--- config.mk ---
export PLATFORM = sky130hd
export DESIGN_NAME = m4mac_cell
export DESIGN_NICKNAME = d
export VERILOG_FILES = /design/src/design/m4mac_pkg.sv /design/src/design/m4mac_cell.sv
export SDC_FILE = /design/constraint.sdc
export NUM_CORES = 2
export LEC_CHECK = 0
export BUFFER_PORTS_ARGS = -buffer_cell sky130_fd_sc_hd__buf_2
export CAP_MARGIN = 40
export CORE_UTILIZATION = 46
export CTS_CLUSTER_SIZE = 30
export DETAILED_ROUTE_END_ITERATION = 8
export GPL_TIMING_DRIVEN = 0
export MAX_ROUTING_LAYER = met4
export SLEW_MARGIN = 10
export SYNTH_ARGS = -nofsm -noshare
export SYNTH_HDL_FRONTEND = slang
export SYNTH_SLANG_ARGS = --single-unit
--- constraint.sdc ---
create_clock -name clk -period 20.3 [get_ports clk]
set_input_delay 4.06 -clock clk [delete_from_list [all_inputs] [get_ports clk]]
set_output_delay 4.06 -clock clk [all_outputs]
set_load 0.03 [all_outputs]
--- src/design/m4mac_pkg.sv ---
package m4mac_pkg;

	// Matrix geometry, fixed by the 4-bit element index
	localparam int DIM   = 4;
	localparam int NELEM = DIM * DIM;
	localparam int IDX_W = 4;
	localparam int SEL_W = 2;
	localparam int WORD_W = 32;
	localparam int PROD_W = 2 * WORD_W;
	localparam int SUM_W  = PROD_W + 2;

	// Operation codes
	localparam logic [1:0] OP_LOAD_LEFT  = 2'd0;
	localparam logic [1:0] OP_LOAD_RIGHT = 2'd1;
	localparam logic [1:0] OP_MULTIPLY   = 2'd2;

	localparam logic [IDX_W-1:0] LAST_IDX = IDX_W'(NELEM - 1);

	typedef logic signed [WORD_W-1:0] word_t;
	typedef logic signed [SUM_W-1:0]  sum_t;

	// Element write into one cell
	typedef struct packed {
		logic             left_en;
		logic             right_en;
		logic [SEL_W-1:0] addr;
		word_t            data;
	} cell_wr_t;

	// Partial sum moving along the chain
	typedef struct packed {
		logic             valid;
		logic [IDX_W-1:0] idx;
		sum_t             psum;
	} chain_t;

endpackage

--- src/design/m4mac_cell.sv ---
module m4mac_cell (
	input  logic                clk,
	input  logic                arst_n,
	input  m4mac_pkg::cell_wr_t wr,
	input  logic                copy_en,
	input  m4mac_pkg::word_t    copy_col [m4mac_pkg::DIM],
	input  m4mac_pkg::chain_t   chain_in,
	output m4mac_pkg::chain_t   chain_out
);
	import m4mac_pkg::*;

	// left column j (indexed by row), right row j (indexed by column)
	word_t left_q  [DIM];
	word_t right_q [DIM];

	logic signed [PROD_W-1:0] prod_c;
	logic signed [PROD_W-1:0] prod_s1;
	chain_t                   chain_s1;
	chain_t                   chain_s2;

	// Element storage: loads and product writeback
	always_ff @(posedge clk or negedge arst_n) begin
		if (!arst_n) begin
			for (int i = 0; i < DIM; i++) begin
				left_q[i]  <= '0;
				right_q[i] <= '0;
			end
		end else begin
			if (copy_en) begin
				for (int i = 0; i < DIM; i++) left_q[i] <= copy_col[i];
			end else if (wr.left_en) begin
				left_q[wr.addr] <= wr.data;
			end
			if (wr.right_en) right_q[wr.addr] <= wr.data;
		end
	end

	// One product term for this element
	assign prod_c = PROD_W'(left_q[chain_in.idx[SEL_W-1:0]])
		* PROD_W'(right_q[chain_in.idx[IDX_W-1:SEL_W]]);

	// Multiply stage, then add into the passing partial sum
	always_ff @(posedge clk or negedge arst_n) begin
		if (!arst_n) begin
			prod_s1  <= '0;
			chain_s1 <= '0;
			chain_s2 <= '0;
		end else begin
			prod_s1        <= prod_c;
			chain_s1       <= chain_in;
			chain_s2.valid <= chain_s1.valid;
			chain_s2.idx   <= chain_s1.idx;
			chain_s2.psum  <= chain_s1.psum + SUM_W'(prod_s1);
		end
	end

	assign chain_out = chain_s2;

endmodule

== Word-level counts from Yosys, hierarchy flattened ==
Index checks and enable logic that the tools add are counted.

* Latch bits: 0
* Bits in registers: 462
* RAM bits: 0
* Memories: 0
* Bits in read-only memories: 0

* Reduce and logical (&&, ||, !) cells: 2
* Div/mod/pow operators: 0
* $mul: 1
* Bitwise gates (word level): 3
* Mux-type cells: 12
* Order comparisons: 4
* Equality and inequality tests: 0
* Add/subtract/negate cells: 1
* Shift-type cells: 0

{| class="wikitable"
|+ Operator list
! operator !! number
|-
| 128-bit bitwise mux || 2
|-
| 128-bit 2-to-1 mux || 2
|-
| 32-bit 2-to-1 mux || 5
|-
| 32-bit binary-select mux with 2-bit select || 2
|-
| 66-bit by 64-bit adder with 66-bit output || 1
|-
| 32-bit demux with 2-bit select || 1
|-
| 32-bit by 32-bit multiplier with 64-bit output || 1
|-
| 3-bit >= comparator (second input constant) || 3
|-
| 2-bit inverter with 3-bit output || 3
|-
| 3-bit by 1-bit less-than comparator with 1-bit output (second input constant) || 1
|-
| 2-bit nonzero test || 1
|-
| 1-bit logical AND || 1
|}

== Longest topological paths before layout ==
* Word-level depth: 8
* Gate-level depth with buffers: 37

== Worst setup path before layout ==
Ideal clock, no wire load.

* Path type: input port to flip-flop
* Start: input port chain_in[68] (netlist name)
* End: register prod_s1[62]
* Path slack: 7389 ps
* Stages on the path: 32
* Data required time: 20174 ps
* Path buffers: 4
* Arrival time: 12785 ps
* Cells stage by stage: buf_2 -> clkbuf_1 -> clkbuf_1 -> mux2i_1 -> nand2_1 -> o21ai_1 -> clkbuf_1 -> nor2_1 -> ha_1 -> inv_1 -> fa_1 -> inv_1 -> fa_1 -> fa_1 -> inv_1 -> fa_1 -> inv_1 -> fa_1 -> fa_1 -> fa_1 -> ha_1 -> nand3_1 -> nor2_1 -> nand3_1 -> nor4_1 -> and2_1 -> a221oi_2 -> a31oi_2 -> a221o_1 -> and3_4 -> a311oi_2 -> xnor2_1

* Word-level cells in the longest chain between the ends: 5

{| class="wikitable"
|+ Ends and longest elaborated chain
! what !! RTL line !! source
|-
| start: declaration || m4mac_cell.sv:7 || <nowiki>input m4mac_pkg::chain_t chain_in,</nowiki>
|-
| 2-bit inverter with 3-bit output (not written as such) || m4mac_cell.sv:40 || <nowiki>* PROD_W'(right_q[chain_in.idx[IDX_W-1:SEL_W]]);</nowiki>
|-
| 32-bit binary-select mux with 2-bit select || m4mac_cell.sv:40 ||
|-
| 32-bit 2-to-1 mux (not written as such) (2 in a row) || m4mac_cell.sv:40 ||
|-
| 32-bit by 32-bit multiplier with 64-bit output || m4mac_cell.sv:40 ||
|-
| net prod_c[62] || m4mac_cell.sv:16 || <nowiki>logic signed [PROD_W-1:0] prod_c;</nowiki>
|-
| end signal: assignment || m4mac_cell.sv:49 || <nowiki>prod_s1 <= prod_c;</nowiki>
|-
| end: declaration || m4mac_cell.sv:17 || <nowiki>logic signed [PROD_W-1:0] prod_s1;</nowiki>
|}

The timed path passes the listed nets, and every way through them passes these cells. The select of a mux whose other input is x is not followed.
A chain may end at the register's enable or synchronous reset.

== Worst setup path after layout ==
Same ends and word-level chain as after synthesis.

==> qor.log <==
qor: routing.route.detailed.wl_per_inst 27.4 µm
qor: clocking.worst_setup_hold_path_clk_slew 60 ps
qor: routing.initialDrtViolationCount 4,017
qor: timing.clock-skew-final 70.0 ps
qor: setup_path.crit_slowest_cell sky130_fd_sc_hd__fa_1
qor: worst_hold_path.holdCritPathClass reg2reg
qor: routing.drt_pass1_iterations 8
qor: synthesis.synth.cell_area 56,700 µm²
qor: timing.final.hold.worst_slack 348 ps
qor: setup_path.worst-endpoint-required 20,890 ps
qor: clocking.insertion_delay 710 ps
qor: global_routing.global_route_wire_length_before_repair 321 mm
qor: synthesis.synthCells 5,794
qor: setup_path.arrival 16,210 ps
qor: run_status.status complete, no violations
qor: synthesis.ys_types 75
qor: timing.drv_slew 0
qor: synthesis.synth_area_leader_cell sky130_fd_sc_hd__fa_1
qor: routing.drtAntennaViolNets 0
qor: floorplanning.floorplan.die.width 353 µm
qor: clocking.cts_hold_buffers_added 0
qor: routing.finalWirelength 219 mm
qor: synthesis.syn_nets 7,364
qor: synthesis.synth_top_cells_by_area sky130_fd_sc_hd__fa_1 38%, sky130_fd_sc_hd__dfrtp_1 20%, sky130_fd_sc_hd__inv_1 7.0%
qor: floorplanning.core 122,000 µm²
qor: timing.max_freq 64.0 MHz
qor: global_routing.grt_max_degree 101
qor: floorplanning.io_pins 309
qor: global_routing.grt-ovfl-total 0
qor: timing.remaining_max_slew_budget_at_the_tightest_pin 0.303
qor: global_routing.vias_in_the_first_global_route 47,300
qor: floorplanning.design.die.area 125,000 µm²
qor: setup_path.critPathMaxFanout 11
qor: setup_path.critical-path-top-cell-by-count sky130_fd_sc_hd__fa_1
qor: setup_path.worst_setup_path_end_kind register
qor: floorplanning.floorplan.initialDensity 0.465
qor: placement.gp_congestion 1.04
qor: clocking.clock_sink_count 462
qor: clocking.cts_root_buf sky130_fd_sc_hd__clkbuf_16
qor: routing.avgViaCountPerCell 5.52
qor: global_routing.globalRouteTotalUtil 0.371
qor: clocking.numCtsBuffers 55
qor: floorplanning.placementRows 128
qor: clocking.cts_tree done
qor: timing.finalSetupViolations 0
qor: timing.finalCritPeriodShare 0.769
qor: synthesis.synth_seq_cells 462
qor: finish.area_growth 13.6%
qor: clocking.cts_setup_buffers 0
qor: floorplanning.die_h 353 µm
qor: synthesis.yosysSeqAreaShare 0.204
qor: finish.layout.cells.most_common sky130_fd_sc_hd__fa_1
qor: clocking.clk_path_buf_depth 3
qor: setup_path.critical_path.max_stage_delay 950 ps
qor: setup_path.timing.setup.critical_path_class in2reg
qor: finish.post_route_cells_drive_above_1_share 0.128
qor: timing.hold_viol 0
qor: synthesis.syn_avg_cell_area 9.79 µm²
qor: routing.drc 0
qor: global_routing.initial_antenna_violation_count 6
qor: synthesis.synth.top_cell.area_share 0.382
qor: timing.tightest_slew 1050 ps
qor: routing.routed-via-count 44,200
qor: placement.port_buffers 305
qor: synthesis.number_of_synthesized_flops_with_an_enable_pin 0
qor: synthesis.synth_warnings 0
qor: flow_run.drv_cap 0
qor: placement.hpwlAfterDp 186 mm
qor: timing.fin_tns_setup 0 ps
qor: synthesis.synth_async_sr_flop_share 1.00
qor: clocking.cts-htree-levels 2
qor: setup_path.worstSetupStartpointType input pin
qor: timing.period_minus_slack 15,620 ps
qor: synthesis.synthFlopType sky130_fd_sc_hd__dfrtp_1
qor: finish.layout.cells.most_common_list 1,082 x sky130_fd_sc_hd__fa_1, 1,054 x sky130_fd_sc_hd__inv_1, 792 x sky130_fd_sc_hd__nand2_1
qor: finish.fin_nets 7,901
qor: clocking.ctsResizeCount 0
qor: timing.setup_repair_after_global_routing_missed_its_margin false
cell type report:
class,instances,area [µm²]
clock inverters,25,368
well taps,1625,2030
fillers,11400,57600
plain buffers,284,1080
flip-flops and latches,462,11600
inverters,1055,3960
clock buffers,74,1520
repair buffers,480,3700
multi-input cells,3993,40200
diodes,6,15.0
sequential cells by signal (all words and copies together), names as in the netlist:
signal,flops
left_q,128
right_q,128
chain_out,71
chain_s1,71
prod_s1,64
Yosys cell counts (18+ instances only):
library cell	count
sky130_fd_sc_hd__inv_1	1054
sky130_fd_sc_hd__clkbuf_1	241
sky130_fd_sc_hd__xor2_1	40
sky130_fd_sc_hd__o21bai_1	32
sky130_fd_sc_hd__ha_1	249
sky130_fd_sc_hd__buf_1	37
sky130_fd_sc_hd__nand3_1	27
sky130_fd_sc_hd__nand2_1	792
sky130_fd_sc_hd__o21ai_0	210
sky130_fd_sc_hd__o21ai_1	50
sky130_fd_sc_hd__a21o_1	51
sky130_fd_sc_hd__nor2_1	535
sky130_fd_sc_hd__dfrtp_1	462
sky130_fd_sc_hd__a21oi_1	138
sky130_fd_sc_hd__xnor2_1	97
sky130_fd_sc_hd__nand2b_1	18
sky130_fd_sc_hd__mux2_2	183
sky130_fd_sc_hd__mux2i_1	183
sky130_fd_sc_hd__fa_1	1083
sky130_fd_sc_hd__and2_1	38
sky130_fd_sc_hd__o21a_1	67
sky130_fd_sc_hd__nand4_1	20
per-layer routing:
layer  vias up  wire [µm]  track usage
met5         -          0            -
met4         0      13200        0.175
met3       500      20000       0.0764
met2      2036      99100        0.569
met1     22800      86900        0.471
li1      18800          -            -
worst max-delay path, delay by kind of cell:
| family | cells | cell delay (ps) |
|---|---|---|
| compound gates | 5 | 1870 |
| mux | 1 | 270 |
| simple gates | 8 | 1410 |
| xor+xnor | 1 | 150 |
| fa+ha+maj | 9 | 4890 |
| buf+inv | 10 | 3480 |
per-stage QoR:
| step | setup WS, ps | utilization | cells | cell area [µm²] |
|---|---|---|---|---|
| after floorplan | 7390 | - | 5794 | 56700 |
| after global placement | 3660 | 0.494 | 7724 | 60300 |
| after detailed placement | 4140 | 0.512 | 7897 | 62500 |
| after CTS | 4810 | 0.528 | 7996 | 64400 |
| after global routing | 4080 | 0.528 | 8001 | 64400 |
| final | 4680 | 0.528 | 8004 | 64500 |
kinds of logic (layout without fill, tap and decap cells):
| logic type | Yosys count | count (layout) | share of synthesized area |
|---|---|---|---|
| buffers and inverters | 1339 | 1918 | 0.0887 |
| AND/OR/NAND/NOR | 1505 | 1505 | 0.107 |
| other | 0 | 6 | 0 |
| adder cells (fa/ha/maj) | 1332 | 1332 | 0.437 |
| flip-flops | 462 | 462 | 0.204 |
| XOR/XNOR | 137 | 137 | 0.0211 |
| AO/OA/AOI/OAI | 644 | 644 | 0.0698 |
| multiplexers | 375 | 375 | 0.0722 |
final timing paths:
path | from | to | slack, ps | depth (start not counted)
max | chain_in[68] | prod_s1[62]$_DFF_PN0_ | 4680 | 34
min | chain_s1[67]$_DFF_PN0_ | chain_out[67]$_DFF_PN0_ | 350 | 0
max reg2reg | right_q[97]$_DFFE_PN0P_ | prod_s1[62]$_DFF_PN0_ | 9430 | 29
min reg2reg | chain_s1[67]$_DFF_PN0_ | chain_out[67]$_DFF_PN0_ | 350 | 0
max in group asynchronous | arst_n | chain_out[68]$_DFF_PN0_ | 15430 | 3
min in group asynchronous | arst_n | chain_out[1]$_DFF_PN0_ | 3340 | 1
Power is left out: the tool's default activity adds up to more than one toggle a clock period on the data nets, which glitch-free logic cannot reach.
