[src/design/m4mac_pkg.sv]
package m4mac_pkg;

	// Matrix geometry, fixed by the 4-bit element index
	localparam int DIM   = 4;
	localparam int NELEM = DIM * DIM;
	localparam int IDX_W = 4;
	localparam int SEL_W = 2;
	localparam int WORD_W = 32;
	localparam int PROD_W = 2 * WORD_W;
	localparam int SUM_W  = PROD_W + 2;

	// Operation codes
	localparam logic [1:0] OP_LOAD_LEFT  = 2'd0;
	localparam logic [1:0] OP_LOAD_RIGHT = 2'd1;
	localparam logic [1:0] OP_MULTIPLY   = 2'd2;

	localparam logic [IDX_W-1:0] LAST_IDX = IDX_W'(NELEM - 1);

	typedef logic signed [WORD_W-1:0] word_t;
	typedef logic signed [SUM_W-1:0]  sum_t;

	// Element write into one cell
	typedef struct packed {
		logic             left_en;
		logic             right_en;
		logic [SEL_W-1:0] addr;
		word_t            data;
	} cell_wr_t;

	// Partial sum moving along the chain
	typedef struct packed {
		logic             valid;
		logic [IDX_W-1:0] idx;
		sum_t             psum;
	} chain_t;

endpackage

[src/design/m4mac_scale.sv]
module m4mac_scale #(
	parameter int FRAC_BITS = 16
) (
	input  logic                             clk,
	input  logic                             arst_n,
	input  m4mac_pkg::chain_t                sum_in,
	output logic                             res_valid,
	output logic [m4mac_pkg::IDX_W-1:0]      res_idx,
	output m4mac_pkg::word_t                 res_value
);
	import m4mac_pkg::*;

	sum_t  shifted_c;
	word_t sat_c;
	logic  in_range_c;

	// Floor shift, then clamp to the 32-bit signed range
	assign shifted_c  = sum_in.psum >>> FRAC_BITS;
	assign in_range_c = (shifted_c[SUM_W-1:WORD_W-1] == '0)
		|| (shifted_c[SUM_W-1:WORD_W-1] == '1);

	always_comb begin
		if (in_range_c) begin
			sat_c = shifted_c[WORD_W-1:0];
		end else if (shifted_c[SUM_W-1]) begin
			sat_c = {1'b1, {(WORD_W-1){1'b0}}};
		end else begin
			sat_c = {1'b0, {(WORD_W-1){1'b1}}};
		end
	end

	always_ff @(posedge clk or negedge arst_n) begin
		if (!arst_n) begin
			res_valid <= 1'b0;
		end else begin
			res_valid <= sum_in.valid;
		end
	end

	always_ff @(posedge clk) begin
		res_idx   <= sum_in.idx;
		res_value <= sat_c;
	end

endmodule
[config.mk]
export PLATFORM = sky130hd
export DESIGN_NAME = m4mac_scale
export DESIGN_NICKNAME = d
export VERILOG_FILES = /design/src/design/m4mac_pkg.sv /design/src/design/m4mac_scale.sv
export SDC_FILE = /design/constraint.sdc
export NUM_CORES = 1
export LEC_CHECK = 0
export ABC_AREA = 1
export BUFFER_PORTS_ARGS = -buffer_cell sky130_fd_sc_hd__clkbuf_2
export CAP_MARGIN = 25
export CORE_MARGIN = 10
export CORE_UTILIZATION = 25
export DETAILED_ROUTE_END_ITERATION = 8
export HOLD_SLACK_MARGIN = 0.15
export PLACE_DENSITY = 0.67
export SLEW_MARGIN = 25
export SYNTH_ARGS = -nofsm -noshare
export SYNTH_HDL_FRONTEND = slang
export SYNTH_SLANG_ARGS = --single-unit
[constraint.sdc]
create_clock -name clk -period 0.8 [get_ports clk]
set_input_delay 0.12 -clock clk [delete_from_list [all_inputs] [get_ports clk]]
set_output_delay 0.12 -clock clk [all_outputs]
set_load 0.05 [all_outputs]
### Word-level counts from Yosys, hierarchy flattened

Index checks and enable logic that the tools add are counted.

* flip-flop bits (word level): 37
* input port bits: 73
* output and inout bits: 37
* word-level logic and storage cells: 8

* eq/ne operators: 1
* mux-type cells: 2
* reduce and logical (&&, ||, !) cells: 2

Operator list (number)
* $mux W32: 2
* $eq A35 B35 Y1 const B: 1
* $logic_not A35 Y1: 1
* $logic_or A1 B1 Y1: 1

### Depth between registers and ports, before layout

Gate-level depths: netlist (run 1).

* depth in word-level cells: 3
* mapped depth: 9
* mapped depth without buffers: 8

### Worst setup path after synthesis (run 1)

Ideal clock, no wire load.

* path type: input to register
* start point: input port sum_in[50] in the netlist's numbering
* end point: register res_value[10]
* setup time: 112 ps
* arrival time: 875 ps
* required time: 688 ps
* setup slack: -187 ps
* cell stages on the path: 6
* buffers on the path: 1
* cells stage by stage: or2_1 > nor2_2 > nand3_2 > nand3_2 > buf_6 > nand2_1

* longest elaborated chain between the ends: 3
* elaborated cells between the ends (all ways): 4

RTL lines
* start, declared: line m4mac_scale.sv:6 `input m4mac_pkg::chain_t sum_in,`
* $eq A35 B35 Y1 or $logic_not A35 Y1 (tied branches): line m4mac_scale.sv:20, m4mac_scale.sv:19
* $logic_or A1 B1 Y1 *: line m4mac_scale.sv:20 `|| (shifted_c[SUM_W-1:WORD_W-1] == '1);`
* $mux W32 *: line m4mac_scale.sv:23 `if (in_range_c) begin`
* net sat_c[10]: line m4mac_scale.sv:14 `word_t sat_c;`
* end signal, assigned: line m4mac_scale.sv:42 `res_value <= sat_c;`
* end, declared: line m4mac_scale.sv:9 `output m4mac_pkg::word_t res_value`

The timed path passes the listed nets; every way through them passes the cells marked *.

### Worst setup path in the final report (run 1)

* start point: register res_valid
* end point: output port res_valid

RTL lines
* start, declared: line m4mac_scale.sv:7 `output logic res_valid,`
* start signal, assigned: line m4mac_scale.sv:36 `res_valid <= sum_in.valid;`

No word-level cell between the ends.

==> flow_summary.toml, run 1 <==
[yosys]
synth_cell_types = 13
synth.net_count = 213
avgSynthCellArea_um2 = 8.67
async_flop_share_pct = 2.70
synth_most_common_cell = "nand2_1"
synth-edff-count = 0
yosysSeqAreaShare_pct = 61.4
ys_ff_latch = 37
yosysWarnings = 0
synth_top_area_share_pct = 59.4
ys_top_cells_by_count = "nand2_1, dfxtp_1, nor2_1, buf_6"
synth_flop_cell = "dfxtp_1"
synth.area.top_cells = "dfxtp_1, nand2_1, buf_6, nor2_1, dfrtp_1"
synth_cells = 140
synth_area_um2 = 1210
yosysTopAreaCell = "dfxtp_1"

[min_path]
hp-start = "sum_in[65]"
hold_class = "primary input to flop"

[timing]
final_max_slew_viol_count = 0
period_needed_ps = 958
timing.final.crit_share_pct = 120
hold_viol = 0
whs_ps = 388
fin_ws_ps = -158
rsz0062_at_grt = "yes"
max_clock_freq_ghz = 1.04
relSlewSlack_pct = 87.2
tns_ps = -6350
tightestPinTransition_ps = 192
setup_viol = 68

[worst_setup_path]
cp-end-kind = "output port"
required_ps = 680
crit_fanout = 1
arrival_ps = 840
path_delay_family = "flip-flops"
setup.worst_path.end = "res_valid"
critical_path_class = "flop to output port"
start_kind = "flop"
startpoint = "res_valid"
crit_buf_inv = 1
critical_path_depth = 1
slowest_delay_ps = 400
worstPathCellList = "buf_8"
slowest_stage = "dfrtp_1"

[detailed_routing]
first_pass_iters = 4
routed_wl_mm = 5.47
post_drt_wl_per_cell_um = 15.7
num_vias = 1379
drc = 0
vias_per_cell = 3.96
drt_iter0_drc = 33
postRouteAntennaNets = 0

[power]
power_density_nw_per_um2 = 1530
clkPwrFrac_pct = 33.7
switching_share_pct = 26.4
max-vdd-ir-drop_mv = 0.738
p_sw_w = 0.00131
pwr-share-seq_pct = 41.0
p_comb_share_pct = 25.3
p_int_w = 0.00366
leakage_nw = 1.58

[clocking]
cts_root_buf = "clkbuf_8"
cts_tree = "yes"
cts_setup_buffers = 0
cts_buffers = 5
cts_sinks = 37
cts.htree.levels = 2
cts.clk_slew.worst_paths_ps = 70
clock_path_buffers = 2

[place]
portBuffers = 93
place_congestion = 0.654
hpwlAfterDp_mm = 2.99

[global_routing]
grt_max_degree = 17
antenna_found_initial = 0
overflow = 0
grt_pass1_vias = 1519
grt_pass1_wl_mm = 7.47
grt_usage_pct = 12.2

[die]
floorplan.initialDensity_pct = 25.7
ioPinCount = 110
rows = 25
placeableCoreArea_um2 = 4720
fp.dieH_um = 89.7
die_x_um = 89.7
dieArea_um2 = 8040

[finish]
area_delta_synth_final_pct = 167
layout.nets = 353
antennaDiodeCount = 0
layout-drive-gt1-share_pct = 65.8
final_util_pct = 68.6

[status]
status = "complete, but fails checks"
violations = "setup timing"

[run]
max_cap_violations = 0
-- metrics by stage --
stage / area, um2 / total power, W / worst slack (ps) / instances
floorplan: 1220 / 0.00245 / -163 / 140
global placement: 1790 / 0.00272 / -359 / 299
detailed placement: 1790 / 0.00273 / -369 / 299
CTS: 3020 / 0.00491 / -150 / 346
global route: 3240 / 0.00516 / -204 / 348
finish: 3240 / 0.00497 / -158 / 348
-- power groups by stage --
stage	registers, W	logic, W	clock network, W
finish	0.00204	0.00126	0.00168
global route	0.00204	0.00131	0.00180
CTS	0.00202	0.00119	0.00170
detailed placement	0.00201	0.000717	0
global placement	0.00201	0.000711	0
floorplan	0.00236	0.0000865	0
-- sequential cells by signal, indices dropped and copies added (netlist names) --
| name | count |
|---|---|
| res_valid | 1 |
| res_value | 32 |
| res_idx | 4 |
-- cell families (layout without fill, tap and decap cells) --
family                 Yosys count  in the layout  synth area share, %
DFF                             37             37                 61.4
buffers and inverters            9            150                 6.49
and+or+nand+nor                 94             94                 32.1
-- what timing repair did --
item	in CTS	in global routing
hold buffers	39	0
endpoints found under the setup margin	68	68
pin swaps	2	24
hold endpoints to repair	38	0
resized for setup	139	58
gates cloned	0	2
-- cell type report --
cell class	count	area, um2
fill	324	1480
inverter	2	7.51
clock inverter	1	30.0
timing repair buffer	140	1690
tap	67	83.8
multi-input combinational	94	547
clock buffer	7	86.3
sequential	37	791
-- worst min path at each step --
stage	cells after the start	slack, ps	endpoint
floorplan	0	-180	res_valid
global placement	1	-100	res_valid
detailed placement	1	-90	res_valid
CTS	6	380	res_value[21]
global route	6	430	res_value[21]
finish	6	390	res_value[21]
-- metal layers --
layer	GRT usage, %	wire [um]	up-vias
li1	-	-	699
met1	11.3	1940	615
met2	23.9	3020	59
met3	4.87	463	6
met4	3.47	46	0
met5	0	0	-
-- cell usage in the layout (no fill, tap or decap), drive strengths merged --
cell	instances
dfrtp	1
bufinv	1
nand4	2
inv	2
or2	2
buf	14
dfxtp	36
nor2	14
clkbuf	94
nand3	3
dlygate4sd3	39
nand2	73
No activity file was read; power rests on OpenSTA's default activity.
==> run 2, diff against run 1 <==
--- a/config.mk
+++ b/config.mk
@@ -6,7 +6,7 @@
 export NUM_CORES = 1
 export LEC_CHECK = 0
 export ABC_AREA = 1
-export BUFFER_PORTS_ARGS = -buffer_cell sky130_fd_sc_hd__clkbuf_2
+export BUFFER_PORTS_ARGS = -buffer_cell sky130_fd_sc_hd__buf_2
 export CAP_MARGIN = 25
 export CORE_MARGIN = 10
 export CORE_UTILIZATION = 25
==> flow_summary.toml, run 2 (synthesis gave the netlist of run 1 again) <==
[worst_setup_path]
critical_path_class = "flop to output port"
start_kind = "flop"
path_delay_family = "flip-flops"
arrival_ps = 810
slowest_delay_ps = 380
crit_buf_inv = 1
required_ps = 680
cp-end-kind = "output port"
worstPathCellList = "buf_6"
slowest_stage = "dfrtp_1"
crit_fanout = 1

[die]
dieArea_um2 = 8040
placeableCoreArea_um2 = 4720
fp.dieH_um = 89.7
rows = 25
ioPinCount = 110
floorplan.initialDensity_pct = 25.7
die_x_um = 89.7

[timing]
final_max_slew_viol_count = 0
setup_viol = 68
tns_ps = -5320
whs_ps = 466
relSlewSlack_pct = 87.2
tightestPinTransition_ps = 191
hold_viol = 0
max_clock_freq_ghz = 1.07
timing.final.crit_share_pct = 116
rsz0062_at_grt = "yes"
period_needed_ps = 930
fin_ws_ps = -130

[clocking]
cts_root_buf = "clkbuf_8"
cts_tree = "yes"
cts.htree.levels = 2
cts.clk_slew.worst_paths_ps = 70
cts_setup_buffers = 0
cts_sinks = 37
cts_buffers = 5
clock_path_buffers = 2

[finish]
layout.filler_cells = 382
layout_commonest_cell = "buf_2"
largest_reg_flops = 32
antennaDiodeCount = 0
layout_common_cells = "buf_2, nand2_1, dlygate4sd3_1"
final_util_pct = 60.4
layout-drive-gt1-share_pct = 62.3
top_regs = "res_value (32), res_idx (4), res_valid (1)"
layout.nets = 354
regMostFlops = "res_value"
area_delta_synth_final_pct = 135

[global_routing]
grt_util_met2_pct = 22.4
met1_usage_pct = 10.6
grt_pass1_wl_mm = 7.04
grt_usage_pct = 11.4
antenna_found_initial = 0
use_met3_pct = 4.60
grt_max_degree = 17
top_usage_layer = "met2"
grt_pass1_vias = 1490
overflow = 0

[detailed_routing]
postRouteAntennaNets = 0
post_drt_wl_per_cell_um = 13.6
routed_wl_mm = 4.72
first_pass_iters = 4
drc = 0
vias_per_cell = 3.93
num_vias = 1366
drt_iter0_drc = 23

[power]
leakage_nw = 1.37
power_density_nw_per_um2 = 1520
max-vdd-ir-drop_mv = 0.731

[status]
violations = "setup timing"
status = "complete, but fails checks"

[min_path]
hold_class = "primary input to flop"

[place]
place_congestion = 0.644
hpwlAfterDp_mm = 2.91
portBuffers = 93

[run]
max_cap_violations = 0
==> run 2: cell types whose count changed in the layout (fill, tap and decap cells not counted), moves of 8 or more <==
cell / change
clkbuf_2: -54
buf_2: +54
clkbuf_16: -32
buf_8: +30
nand2_1: +12
nand2_2: -8
==> run 2: what timing repair did <==
| action | 4_1_cts | 5_1_grt |
|---|---|---|
| hold endpoints to repair | 38 | 1 |
| cloned | 1 | 1 |
| gates resized for setup | 151 | 32 |
| pin swaps | 9 | 15 |
| hold buffers | 39 | 1 |
| endpoints found under the setup margin | 68 | 69 |
==> run 2: metal layers <==
layer | wire length (um) | vias to the layer above
met3 | 446 | 5
met2 | 2590 | 56
met4 | 37 | 0
met5 | 0 | -
li1 | - | 700
met1 | 1650 | 605
==> run 2: per-stage QoR <==
stage / instance area [um2] / std cells / setup slack [ps] / total power (W)
2_1_floorplan: 1220 / 140 / -163 / 0.00245
3_3_place_gp: 1800 / 300 / -372 / 0.00272
3_5_place_dp: 1800 / 300 / -383 / 0.00272
4_1_cts: 2730 / 347 / -139 / 0.00436
5_1_grt: 2850 / 348 / -194 / 0.00453
6_report: 2850 / 348 / -130 / 0.00433
==> run 2: final cells by class <==
cell class / count / area, um2 / share of cell area, %
Sequential cell: 37 / 791 / 27.7
Timing Repair Buffer: 141 / 1390 / 48.7
Clock buffer: 6 / 72.6 / 2.54
Clock inverter: 1 / 5.00 / 0.176
Inverter: 2 / 7.51 / 0.263
Multi-Input combinational cell: 94 / 502 / 17.6
Tap cell: 67 / 83.8 / 2.94
==> run 2: final timing paths <==
check / start / slack [ps] / cells past startpoint / endpoint
hold / removal: sum_in[65] / 470 / 7 / res_value[30]
min in group asynchronous: arst_n / 670 / 3 / res_valid
setup / recovery: res_valid / -130 / 1 / res_valid
max in group asynchronous: arst_n / 40 / 3 / res_valid
==> run 2: report_power, final <==
part	leakage (nW)	switching (W)	internal, W
logic	1.01	0.000555	0.000546
clock network	0.0410	0.000605	0.000592
registers	0.316	0.0000639	0.00196
==> run 3, diff against run 2 <==
--- a/config.mk
+++ b/config.mk
@@ -7,12 +7,12 @@
 export LEC_CHECK = 0
 export ABC_AREA = 1
 export BUFFER_PORTS_ARGS = -buffer_cell sky130_fd_sc_hd__buf_2
-export CAP_MARGIN = 25
 export CORE_MARGIN = 10
 export CORE_UTILIZATION = 25
 export DETAILED_ROUTE_END_ITERATION = 8
 export HOLD_SLACK_MARGIN = 0.15
 export PLACE_DENSITY = 0.67
+export REMOVE_ABC_BUFFERS = 1
 export SLEW_MARGIN = 25
 export SYNTH_ARGS = -nofsm -noshare
 export SYNTH_HDL_FRONTEND = slang
==> flow_summary.toml, run 3 (synthesis gave the netlist of run 1 again) <==
[finish]
largest_reg_flops = 32
antennaDiodeCount = 0
area_delta_synth_final_pct = 135
layout_common_cells = "buf_2, nand2_1, dlygate4sd3_1"
layout-drive-gt1-share_pct = 63.4
top_regs = "res_value (32), res_idx (4), res_valid (1)"
layout.nets = 351
regMostFlops = "res_value"
layout_commonest_cell = "buf_2"

[status]
status = "complete, but fails checks"
violations = "setup timing"

[worst_setup_path]
cp-end-kind = "output port"
start_kind = "flop"
critical_path_depth = 1
critical_path_class = "flop to output port"
crit_buf_inv = 1
arrival_ps = 820
crit_fanout = 1
path_delay_family = "flip-flops"
worstPathCellList = "buf_6"
slowest_delay_ps = 380
setup.worst_path.end = "res_valid"
required_ps = 680
startpoint = "res_valid"
slowest_stage = "dfrtp_1"

[die]
fp.dieH_um = 89.7
dieArea_um2 = 8040
ioPinCount = 110
rows = 25
die_x_um = 89.7
floorplan.initialDensity_pct = 25.7
placeableCoreArea_um2 = 4720

[run]
max_cap_violations = 0

[detailed_routing]
postRouteAntennaNets = 0
post_drt_wl_per_cell_um = 14.4
num_vias = 1363
routed_wl_mm = 4.97
vias_per_cell = 3.94
first_pass_iters = 2
drc = 0
drt_iter0_drc = 27

[timing]
tns_ps = -6350
max_clock_freq_ghz = 1.06
tightestPinTransition_ps = 180
relSlewSlack_pct = 87.9
hold_viol = 0
final_max_slew_viol_count = 0
period_needed_ps = 942
fin_ws_ps = -142
setup_viol = 68
timing.final.crit_share_pct = 118
rsz0062_at_grt = "yes"

[global_routing]
antenna_found_initial = 0
grt_pass1_vias = 1403
grt_max_degree = 19
overflow = 0
grt_pass1_wl_mm = 6.96
grt_usage_pct = 11.5

[place]
portBuffers = 93
place_congestion = 0.654
hpwlAfterDp_mm = 2.97
pre_cts_ws_ps = -383

[clocking]
cts_setup_buffers = 0
cts.clk_slew.worst_paths_ps = 70
cts_buffers = 5
cts_tree = "yes"
clock_path_buffers = 2
cts_sinks = 37
cts.htree.levels = 2
cts_root_buf = "clkbuf_8"

[min_path]
hold_class = "primary input to asynchronous set/reset pin"

[power]
power_density_nw_per_um2 = 1540
p_total_w = 0.00440
max-vdd-ir-drop_mv = 0.638
leakage_nw = 1.33
## run 3: cell count changes in the layout (fill, tap and decap cells not counted)
cell,before,now
clkinvlp_4,0,1
clkbuf_1,1,0
nand2_4,9,12
dlygate4sd3_1,39,38
buf_4,3,1
nand2_1,48,46
clkinv_2,1,2
nand2_2,16,15
## run 3: through the flow
| step | instance area, um2 | util [%] | cells | hold WS [ps] |
|---|---|---|---|---|
| floorplan | 1140 | - | 133 | -176 |
| global placement | 1780 | 37.7 | 298 | -106 |
| detailed placement | 1780 | 37.7 | 298 | -105 |
| CTS | 2730 | 57.9 | 346 | 396 |
| global route | 2860 | 60.5 | 346 | 153 |
| finish | 2860 | 60.5 | 346 | 144 |
## run 3: layout make-up
| class | count | area [um2] |
|---|---|---|
| clock inverters | 3 | 17.5 |
| well taps | 67 | 83.8 |
| inverters | 2 | 7.51 |
| flip-flops and latches | 37 | 791 |
| multi-input cells | 94 | 522 |
| fillers | 374 | 1870 |
| repair buffers | 138 | 1370 |
| clock buffers | 5 | 68.8 |
## run 3: how the worst min path moves through the flow
| stage | startpoint | to | slack [ps] | cells past startpoint |
|---|---|---|---|---|
| finish | arst_n | res_valid | 140 | 2 |
| global route | arst_n | res_valid | 150 | 2 |
| CTS | sum_in[65] | res_value[19] | 400 | 6 |
| detailed placement | arst_n | res_valid | -100 | 1 |
| global placement | arst_n | res_valid | -110 | 1 |
| floorplan | arst_n | res_valid | -180 | 0 |
## run 3: layer usage
metal / track usage, % / share of wire, %
met1: 10.5 / 34
met2: 22.8 / 56
met3: 3.97 / 8.9
met4: 3.90 / 1.4
met5: 0 / 0
## run 3: where the power goes
part	total, W	switching, W	internal, W
Sequential	0.00203	0.0000658	0.00196
Combinational	0.00112	0.000566	0.000555
Clock	0.00125	0.000654	0.000601
Total	0.00440	0.00129	0.00312
## run 3: timing repair
item | CTS | global route
resized for setup | 157 | 32
pin swaps | 7 | 11
gates cloned | 1 | 1
hold buffers | 39 | 0
hold endpoints to repair | 38 | 0
endpoints found under the setup margin | 68 | 69
